<file path="src/rtl/core/lcas_pkg.sv">
// Package with sizes, codes, types and helpers of the life cell automaton step block.
package lcas_pkg;

  localparam int MAX_COLS = 1024;
  localparam int MAX_ROWS = 1024;
  localparam int COL_W = $clog2(MAX_COLS);
  localparam int ROW_W = $clog2(MAX_ROWS);

  localparam int CFG_W = 11;
  localparam int CFG_IDX_W = 2;
  localparam int POS_W = 10;

  localparam logic [CFG_IDX_W-1:0] REG_GRID_COLS = CFG_IDX_W'(0);
  localparam logic [CFG_IDX_W-1:0] REG_GRID_ROWS = CFG_IDX_W'(1);

  localparam int MIN_DIM = 2;

  localparam int CMD_DEPTH = 4;
  localparam int CMD_PTR_W = $clog2(CMD_DEPTH);
  localparam int CMD_CNT_W = $clog2(CMD_DEPTH + 1);
  localparam int OUT_DEPTH = 4;
  localparam int OUT_PTR_W = $clog2(OUT_DEPTH);
  localparam int OUT_CNT_W = $clog2(OUT_DEPTH + 1);

  localparam int WIN_W = 9;
  localparam int CENTRE_BIT = 4;
  localparam int NBR_CNT_W = 4;
  localparam logic [NBR_CNT_W-1:0] NBR_BIRTH = NBR_CNT_W'(3);
  localparam logic [NBR_CNT_W-1:0] NBR_SURVIVE = NBR_CNT_W'(2);

  localparam logic [WIN_W-1:0] MASK_TOP = 9'h049;
  localparam logic [WIN_W-1:0] MASK_BOTTOM = 9'h124;
  localparam logic [WIN_W-1:0] MASK_LEFT = 9'h007;
  localparam logic [WIN_W-1:0] MASK_RIGHT = 9'h1C0;

  typedef struct packed {
    logic             alive;
    logic [COL_W-1:0] line_addr;
    logic             emit;
    logic             border_top;
    logic             border_bottom;
    logic             border_left;
    logic             border_right;
    logic [POS_W-1:0] row;
    logic [POS_W-1:0] col;
    logic             last;
  } cmd_t;

  typedef struct packed {
    logic             next_alive;
    logic [POS_W-1:0] row;
    logic [POS_W-1:0] col;
    logic             frame_end;
  } result_t;

  function automatic int clamp_dim(input logic [CFG_W-1:0] v, input int maxv);
    int x;
    x = int'(v);
    if (x < MIN_DIM) begin
      x = MIN_DIM;
    end else if (x > maxv) begin
      x = maxv;
    end
    return x;
  endfunction

endpackage

</file>
<file path="src/rtl/core/lcas_cmd_queue.sv">
// Short command queue that decouples the front stage from the back stage.
module lcas_cmd_queue (
  input  logic          clk,
  input  logic          rst,
  input  logic          wr_en,
  input  lcas_pkg::cmd_t wr_data,
  output logic          full,
  input  logic          rd_en,
  output lcas_pkg::cmd_t rd_data,
  output logic          empty
);

  lcas_pkg::cmd_t                   mem [lcas_pkg::CMD_DEPTH];
  logic [lcas_pkg::CMD_PTR_W-1:0] wptr;
  logic [lcas_pkg::CMD_PTR_W-1:0] rptr;
  logic [lcas_pkg::CMD_CNT_W-1:0] count;

  assign full = (count == lcas_pkg::CMD_CNT_W'(lcas_pkg::CMD_DEPTH));
  assign empty = (count == '0);
  assign rd_data = mem[rptr];

  always_ff @(posedge clk) begin
    if (wr_en) begin
      mem[wptr] <= wr_data;
    end
  end

  always_ff @(posedge clk) begin
    if (rst) begin
      wptr <= '0;
      rptr <= '0;
      count <= '0;
    end else begin
      if (wr_en) begin
        wptr <= wptr + lcas_pkg::CMD_PTR_W'(1);
      end
      if (rd_en) begin
        rptr <= rptr + lcas_pkg::CMD_PTR_W'(1);
      end
      case ({wr_en, rd_en})
        2'b10: count <= count + lcas_pkg::CMD_CNT_W'(1);
        2'b01: count <= count - lcas_pkg::CMD_CNT_W'(1);
        default: count <= count;
      endcase
    end
  end

endmodule

</file>
<file path="src/rtl/core/lcas_front.sv">
// Front stage: accepts cells, tracks raster positions and builds commands.
module lcas_front (
  input  logic                          clk,
  input  logic                          rst,
  input  logic                          push,
  input  logic                          cell_alive,
  input  logic                          drain,
  output logic                          full,
  input  logic                          cfg_valid,
  output logic                          cfg_ready,
  input  logic [lcas_pkg::CFG_IDX_W-1:0] cfg_index,
  input  logic [lcas_pkg::CFG_W-1:0]     cfg_data,
  input  logic                          cmd_full,
  output logic                          cmd_push,
  output lcas_pkg::cmd_t                cmd
);

  logic [lcas_pkg::COL_W-1:0] cols_last;
  logic [lcas_pkg::ROW_W-1:0] rows_last;
  logic [lcas_pkg::ROW_W-1:0] in_row;
  logic [lcas_pkg::COL_W-1:0] in_col;
  logic [lcas_pkg::ROW_W-1:0] out_row;
  logic [lcas_pkg::COL_W-1:0] out_col;
  logic                       pending;

  logic accept;
  logic in_tail;
  logic skip;
  logic emit;
  logic at_bottom;
  logic at_right;
  logic last;
  logic cfg_write;

  assign cfg_ready = 1'b1;
  assign cfg_write = cfg_valid && cfg_ready;
  assign full = cmd_full;
  assign accept = push && !cmd_full;

  always_comb begin
    in_tail = pending &&
      ((in_row == '0) || ((in_row == lcas_pkg::ROW_W'(1)) && (in_col == '0)));
    skip = drain && !in_tail;
    emit = pending || ((in_row != '0) && (in_col != '0));
    at_bottom = (out_row == rows_last);
    at_right = (out_col == cols_last);
    last = at_bottom && at_right;
    cmd_push = accept && !skip;

    cmd.alive = cell_alive && !drain;
    cmd.line_addr = in_col;
    cmd.emit = emit;
    cmd.border_top = (out_row == '0);
    cmd.border_bottom = at_bottom;
    cmd.border_left = (out_col == '0);
    cmd.border_right = at_right;
    cmd.row = lcas_pkg::POS_W'(out_row);
    cmd.col = lcas_pkg::POS_W'(out_col);
    cmd.last = last;
  end

  always_ff @(posedge clk) begin
    if (rst) begin
      cols_last <= lcas_pkg::COL_W'(lcas_pkg::MAX_COLS - 1);
      rows_last <= lcas_pkg::ROW_W'(lcas_pkg::MAX_ROWS - 1);
      in_row <= '0;
      in_col <= '0;
      out_row <= '0;
      out_col <= '0;
      pending <= 1'b0;
    end else if (cfg_write) begin
      if (cfg_index == lcas_pkg::REG_GRID_COLS || cfg_index == lcas_pkg::REG_GRID_ROWS) begin
        in_row <= '0;
        in_col <= '0;
        out_row <= '0;
        out_col <= '0;
        pending <= 1'b0;
      end
      if (cfg_index == lcas_pkg::REG_GRID_COLS) begin
        cols_last <= lcas_pkg::COL_W'(lcas_pkg::clamp_dim(cfg_data, lcas_pkg::MAX_COLS) - 1);
      end
      if (cfg_index == lcas_pkg::REG_GRID_ROWS) begin
        rows_last <= lcas_pkg::ROW_W'(lcas_pkg::clamp_dim(cfg_data, lcas_pkg::MAX_ROWS) - 1);
      end
    end else if (cmd_push) begin
      if (in_col == cols_last) begin
        in_col <= '0;
        in_row <= (in_row == rows_last) ? '0 : in_row + lcas_pkg::ROW_W'(1);
      end else begin
        in_col <= in_col + lcas_pkg::COL_W'(1);
      end
      if (emit) begin
        pending <= 1'b1;
        if (at_right) begin
          out_col <= '0;
          out_row <= at_bottom ? '0 : out_row + lcas_pkg::ROW_W'(1);
        end else begin
          out_col <= out_col + lcas_pkg::COL_W'(1);
        end
        if (last && drain) begin
          in_row <= '0;
          in_col <= '0;
          out_row <= '0;
          out_col <= '0;
          pending <= 1'b0;
        end
      end
    end
  end

endmodule

</file>
<file path="src/rtl/core/lcas_back.sv">
// Back stage: line store, neighbour window, rule evaluation and result queue.
module lcas_back (
  input  logic                       clk,
  input  logic                       rst,
  input  logic                       cmd_empty,
  input  lcas_pkg::cmd_t             cmd_data,
  output logic                       cmd_pop,
  output logic                       empty,
  input  logic                       pop,
  output logic                       next_alive,
  output logic [lcas_pkg::POS_W-1:0] cell_row,
  output logic [lcas_pkg::POS_W-1:0] cell_col,
  output logic                       frame_end
);

  // Each line store entry holds the cell two rows up and the cell one row up.
  logic [1:0]                      lines [lcas_pkg::MAX_COLS];
  logic [1:0]                      line_rd;
  logic                            a_valid;
  lcas_pkg::cmd_t                  a_cmd;
  logic [lcas_pkg::WIN_W-1:0]      win;
  logic [lcas_pkg::WIN_W-1:0]      win_next;
  logic [lcas_pkg::WIN_W-1:0]      win_masked;
  logic [lcas_pkg::NBR_CNT_W-1:0]  nbr_count;
  logic                            res_push;
  lcas_pkg::result_t               res;

  lcas_pkg::result_t               res_mem [lcas_pkg::OUT_DEPTH];
  logic [lcas_pkg::OUT_PTR_W-1:0]  o_wptr;
  logic [lcas_pkg::OUT_PTR_W-1:0]  o_rptr;
  logic [lcas_pkg::OUT_CNT_W-1:0]  o_count;
  logic                            res_pop;

  assign cmd_pop = !cmd_empty &&
    ((int'(o_count) + int'(a_valid)) < lcas_pkg::OUT_DEPTH);

  always_ff @(posedge clk) begin
    if (cmd_pop) begin
      line_rd <= lines[cmd_data.line_addr];
      a_cmd <= cmd_data;
    end
    if (a_valid) begin
      lines[a_cmd.line_addr] <= {line_rd[0], a_cmd.alive};
    end
  end

  always_comb begin
    win_next = {a_cmd.alive, line_rd[0], line_rd[1], win[lcas_pkg::WIN_W-1:3]};
    win_masked = win_next;
    if (a_cmd.border_top) begin
      win_masked = win_masked & ~lcas_pkg::MASK_TOP;
    end
    if (a_cmd.border_bottom) begin
      win_masked = win_masked & ~lcas_pkg::MASK_BOTTOM;
    end
    if (a_cmd.border_left) begin
      win_masked = win_masked & ~lcas_pkg::MASK_LEFT;
    end
    if (a_cmd.border_right) begin
      win_masked = win_masked & ~lcas_pkg::MASK_RIGHT;
    end
    nbr_count = '0;
    for (int i = 0; i < lcas_pkg::WIN_W; i++) begin
      if (i != lcas_pkg::CENTRE_BIT) begin
        nbr_count = nbr_count + lcas_pkg::NBR_CNT_W'(win_masked[i]);
      end
    end
    res.next_alive = (nbr_count == lcas_pkg::NBR_BIRTH) ||
      (win_masked[lcas_pkg::CENTRE_BIT] && (nbr_count == lcas_pkg::NBR_SURVIVE));
    res.row = a_cmd.row;
    res.col = a_cmd.col;
    res.frame_end = a_cmd.last;
    res_push = a_valid && a_cmd.emit;
  end

  always_ff @(posedge clk) begin
    if (rst) begin
      a_valid <= 1'b0;
      win <= '0;
    end else begin
      a_valid <= cmd_pop;
      if (a_valid) begin
        win <= win_next;
      end
    end
  end

  assign empty = (o_count == '0);
  assign res_pop = pop && !empty;
  assign next_alive = res_mem[o_rptr].next_alive;
  assign cell_row = res_mem[o_rptr].row;
  assign cell_col = res_mem[o_rptr].col;
  assign frame_end = res_mem[o_rptr].frame_end;

  always_ff @(posedge clk) begin
    if (res_push) begin
      res_mem[o_wptr] <= res;
    end
  end

  always_ff @(posedge clk) begin
    if (rst) begin
      o_wptr <= '0;
      o_rptr <= '0;
      o_count <= '0;
    end else begin
      if (res_push) begin
        o_wptr <= o_wptr + lcas_pkg::OUT_PTR_W'(1);
      end
      if (res_pop) begin
        o_rptr <= o_rptr + lcas_pkg::OUT_PTR_W'(1);
      end
      case ({res_push, res_pop})
        2'b10: o_count <= o_count + lcas_pkg::OUT_CNT_W'(1);
        2'b01: o_count <= o_count - lcas_pkg::OUT_CNT_W'(1);
        default: o_count <= o_count;
      endcase
    end
  end

endmodule

</file>
<file path="src/rtl/core/life_cell_automaton_step.sv">
// Top level of the streaming B3/S23 life cell automaton step block.
// The block takes one cell per clock in raster order while full is low and returns one
// result per clock once the stream is flowing and pop is high. Each result belongs to the
// cell one row plus one cell behind the input and passes the command queue, the line read
// register and the result queue. The rate is set by the line store, a single memory that is
// read and written once per cell. Cells outside the grid count as dead. The tail of a frame
// is flushed by the next frame's cells or by drain requests. Write grid_cols and grid_rows
// only while the block is idle; a write restarts the raster position at row 0, column 0.
module life_cell_automaton_step (
  input  logic                           clk,
  input  logic                           rst,
  input  logic                           push,
  output logic                           full,
  input  logic                           cell_alive,
  input  logic                           drain,
  output logic                           empty,
  input  logic                           pop,
  output logic                           next_alive,
  output logic [lcas_pkg::POS_W-1:0]     cell_row,
  output logic [lcas_pkg::POS_W-1:0]     cell_col,
  output logic                           frame_end,
  input  logic                           cfg_valid,
  output logic                           cfg_ready,
  input  logic [lcas_pkg::CFG_IDX_W-1:0] cfg_index,
  input  logic [lcas_pkg::CFG_W-1:0]     cfg_data
);

  logic           q_full;
  logic           q_push;
  lcas_pkg::cmd_t q_wr_data;
  logic           q_pop;
  lcas_pkg::cmd_t q_rd_data;
  logic           q_empty;

  lcas_front u_front (
    .clk        (clk),
    .rst        (rst),
    .push       (push),
    .cell_alive (cell_alive),
    .drain      (drain),
    .full       (full),
    .cfg_valid  (cfg_valid),
    .cfg_ready  (cfg_ready),
    .cfg_index  (cfg_index),
    .cfg_data   (cfg_data),
    .cmd_full   (q_full),
    .cmd_push   (q_push),
    .cmd        (q_wr_data)
  );

  lcas_cmd_queue u_queue (
    .clk     (clk),
    .rst     (rst),
    .wr_en   (q_push),
    .wr_data (q_wr_data),
    .full    (q_full),
    .rd_en   (q_pop),
    .rd_data (q_rd_data),
    .empty   (q_empty)
  );

  lcas_back u_back (
    .clk        (clk),
    .rst        (rst),
    .cmd_empty  (q_empty),
    .cmd_data   (q_rd_data),
    .cmd_pop    (q_pop),
    .empty      (empty),
    .pop        (pop),
    .next_alive (next_alive),
    .cell_row   (cell_row),
    .cell_col   (cell_col),
    .frame_end  (frame_end)
  );

endmodule

</file>
<file path="config.mk">
export PLATFORM = sky130hd
export DESIGN_NAME = life_cell_automaton_step
export DESIGN_NICKNAME = d
export VERILOG_FILES = /design/src/rtl/core/lcas_pkg.sv /design/src/rtl/core/lcas_cmd_queue.sv /design/src/rtl/core/lcas_front.sv /design/src/rtl/core/lcas_back.sv /design/src/rtl/core/life_cell_automaton_step.sv
export SDC_FILE = /design/constraint.sdc
export NUM_CORES = 2
export LEC_CHECK = 0
export ABC_CLOCK_PERIOD_IN_PS = 23300
export BUFFER_PORTS_ARGS = -buffer_cell sky130_fd_sc_hd__buf_2
export CAP_MARGIN = 20
export CELL_PAD_IN_SITES_DETAIL_PLACEMENT = 0
export CELL_PAD_IN_SITES_GLOBAL_PLACEMENT = 1
export CORE_MARGIN = 3
export CORE_UTILIZATION = 40
export DETAILED_ROUTE_END_ITERATION = 12
export PLACE_DENSITY_LB_ADDON = 0.25
export SETUP_SLACK_MARGIN = 0.5
export SYNTH_ARGS = -nofsm -noshare
export SYNTH_HDL_FRONTEND = slang
export SYNTH_SLANG_ARGS = --single-unit
</file>
<file path="constraint.sdc">
create_clock -name clk -period 23.3 [get_ports clk]
set_input_delay 4.66 -clock clk [delete_from_list [all_inputs] [get_ports clk]]
set_output_delay 4.66 -clock clk [all_outputs]
set_load 0.02 [all_outputs]
</file>
==> results.py <==
metrics = {
    "synth": {
        "syn_area_sq_um": 100000,
        "ys.flop_type": "edfxtp_1",
        "netlist_instances": 7131,
        "yosysWarningCount": 0,
        "ys_ff_latch": 2409,
        "seq_area_frac_synth_pct": 71.1,
        "synth_edf_count": 2323,
        "syn_nets": 7180,
        "synth.distinct_cells": 73,
        "synth.avg_cell_area_sq_um": 14.1,
        "synth-async-reset-ratio_pct": 0,
    },
    "worst_setup_path": {
        "cp.arrival_ps": 2550,
        "cp-start-kind": "flip-flop",
        "crit_type": "reg2out",
        "required_ps": 18640,
        "worstPathMaxFanout": 22,
        "cp-end-kind": "output pin",
    },
    "place": {
        "hpwl_mm": 182,
        "dp_slack_ps": 16320,
        "gp_congestion": 0.824,
        "portBuffers": 43,
    },
    "clock_tree": {
        "htreeDepth": 5,
        "clockBufferDepth": 4,
        "path_clk_slew_ps": 60,
        "cts_sinks": 2409,
        "cts_setup_buffers": 0,
        "cts_root_buf": "clkbuf_16",
        "worstSkewPairLatency_ps": 960,
        "cts_tree": "done",
        "numCtsBuffers": 277,
        "ctsResizeCount": 0,
        "postCtsHoldBufs": 0,
    },
    "global_route": {
        "track_usage_pct": 25.0,
        "grt_pass1_vias": 61400,
        "grt_max_degree": 245,
        "grt_pass1_wl_mm": 461,
        "antenna_found_initial": 18,
        "gr-total-overflow": 0,
    },
    "run_status": {
        "run_status": "finished clean",
    },
    "die": {
        "die_w_um": 507,
        "die_h_um": 507,
        "io_pins": 45,
        "initial_core_util_pct": 40.3,
        "dieArea_sq_um": 257000,
        "rows": 183,
        "core-area_sq_um": 249000,
    },
    "sta": {
        "max_freq_mhz": 139,
        "fin_worst_skew_ps": 70.9,
        "finalCritPeriodShare_pct": 30.9,
        "hold_violations": 0,
        "period_minus_slack_ps": 7210,
        "worst_slack_ps": 16090,
        "finalSetupTns_ps": 0,
        "maxSlewViolCount": 0,
        "slew_headroom_pct": 21.5,
        "setup-violations-final": 0,
        "worst_pin_slew_ps": 1150,
        "rsz0062_at_grt": "false",
    },
    "routing": {
        "vias": 62900,
        "routedWlPerCell_um": 30.8,
        "drtIter0Drc": 7746,
        "drcViolationCount": 0,
        "routed_wl_mm": 327,
        "vias_per_cell": 5.93,
        "drtAntennaViolNets": 0,
        "firstDrtPassIters": 6,
    },
    "pwr": {
        "ir_drop_v": 0.000132,
        "power.leakage_uw": 0.0355,
        "powerDensity_nw_per_um2": 124,
    },
    "final_layout": {
        "layout-drive-gt1-share_pct": 11.8,
        "nets": 7138,
        "syn2layout_area_growth_pct": 12.3,
    },
    "job": {
        "drv_cap": 0,
    },
    "min_path": {
        "hold_path.class": "reg2reg",
    },
}
worst paths after layout:
kind / start / to / slack, ps / depth (start not counted)
worst min-delay path: u_back.a_cmd[7] / u_back.res_mem[2][7] / 450 / 0
worst max-delay path: flip-flop / frame_end / 16090 / 3
worst max register to register: flip-flop / u_back.line_rd[1] / 16350 / 14
worst min register to register: u_back.a_cmd[7] / u_back.res_mem[2][7] / 450 / 0
area by class of cell:
type | instances | area, sq um
sequential | 2409 | 71500
inverter | 40 | 190
fill | 22000 | 136000
multi-input combinational | 4114 | 26400
antenna | 5 | 12.5
timing repair buffer | 247 | 2000
tap | 3330 | 4170
clock buffer | 335 | 7330
clock inverter | 130 | 1310
cells in the mapped netlist (all sizes together), types with 14 or more instances:
master / count / share of area, %
inv: 38 / 0.14
a211o: 28 / 0.24
clkbuf: 279 / 1.0
and3: 56 / 0.35
a2111oi: 25 / 0.22
nand3: 106 / 0.53
nand4: 43 / 0.27
o221ai: 34 / 0.30
a211oi: 196 / 1.5
a21oi: 123 / 0.61
mux4: 150 / 3.4
xnor2: 44 / 0.38
o22ai: 28 / 0.17
o41ai: 20 / 0.17
mux2i: 366 / 3.6
a22oi: 24 / 0.18
ha: 23 / 0.29
buf: 289 / 2.0
nand2: 897 / 3.4
nor2: 1160 / 4.3
nor3: 32 / 0.16
nor2b: 201 / 1.3
nand2b: 14 / 0.087
a311oi: 168 / 1.5
dfxtp: 86 / 1.7
mux2: 16 / 0.18
a31oi: 61 / 0.38
xor2: 36 / 0.31
edfxtp: 2323 / 69
o21ai: 45 / 0.22
nor4: 50 / 0.31
critical path, stage by stage, from the launching register on:
cell and delay, ps:
dfxtp_1 300, buf_4 420, mux4_2 660, buf_2 200
cell usage in the layout, fill, tap and decap left out, types with 13 or more instances in the layout:
cell       netlist  final
a2111oi_0       25     25
a211o_1         28     28
a211oi_1       196    196
a21oi_1        123    123
a22oi_1         24     24
a311oi_1       168    167
a31oi_1         61     61
a32oi_1         13     13
and3_1          56     52
buf_12           4     14
buf_2           84     45
buf_4           60    179
bufinv_16        0     26
clkbuf_1       279     48
clkbuf_16        0    284
clkinv_1         1     53
clkinv_2         0     37
dfxtp_1         86     83
edfxtp_1      2323   2323
ha_1            23     23
inv_1           37     35
mux2i_1        366    366
mux4_2         150    150
nand2_1        896    892
nand3_1        106     74
nand3_4          0     32
nand4_1         43     43
nor2_1        1159   1149
nor2b_1        201    194
nor3_1          32     32
nor4_1          50     49
o2111ai_1       13     13
o21ai_0         45     45
o221ai_1        34     34
o22ai_1         28     28
o41ai_1         20     20
or3_1           13     13
xnor2_1         44     44
xor2_1          36     36
sequential cells by signal (all words and copies together), names as in the netlist, named ones only:
name and flops:
u_back.a_cmd 37, u_back.a_valid 1, u_back.line_rd 2, u_back.lines 2048
u_back.o_count 3, u_back.o_rptr 2, u_back.o_wptr 2, u_back.res_mem 88
u_back.win 6, u_front.cols_last 10, u_front.in_col 10, u_front.in_row 10
u_front.out_col 10, u_front.out_row 10, u_front.pending 1, u_front.rows_last 10
u_queue.count 3, u_queue.mem 148, u_queue.rptr 2, u_queue.wptr 2
report_power, final:
group / leakage (uW) / switching [uW] / internal [uW] / total [uW]
clock: 0.00422 / 1710 / 2510 / 4220
combinational: 0.00959 / 3200 / 1030 / 4220
sequential: 0.0216 / 73.9 / 5440 / 5520
total: 0.0355 / 4980 / 8980 / 14000
metal layers:
layer	GRT usage [%]	wire length, um	share of wire (%)	vias to the layer above
met5	0	12	0.0037	-
met4	8.97	12500	3.8	2
met3	4.63	29300	9.0	616
met2	39.5	152000	47	3078
met1	34.6	133000	41	32500
li1	-	-	-	26700
kinds of logic (layout without fill, tap and decap cells):
kind of cell	Yosys count	after routing	share of synthesized area, %
adders and majority gates	29	29	0.406
AOI/OAI and AO/OA	853	853	6.31
other	1	6	0.00373
and+or+nand+nor	2619	2619	11.1
DFF	2409	2409	71.1
buffers and inverters	608	752	3.19
muxes	532	532	7.19
xor gates and xnor gates	80	80	0.697
stage by stage:
| step | total power [uW] | hold WS (ps) | util, % | cells | area, sq um |
|---|---|---|---|---|---|
| floorplan | 8540 | 452 | - | 7131 | 100000 |
| global placement | 9740 | 468 | 41.7 | 10100 | 104000 |
| detailed placement | 9780 | 482 | 41.8 | 10100 | 104000 |
| CTS | 14000 | 454 | 45.3 | 10600 | 113000 |
| global route | 14400 | 488 | 45.3 | 10600 | 113000 |
| finish | 14000 | 451 | 45.3 | 10600 | 113000 |
(Power assumes the default switching activity.)
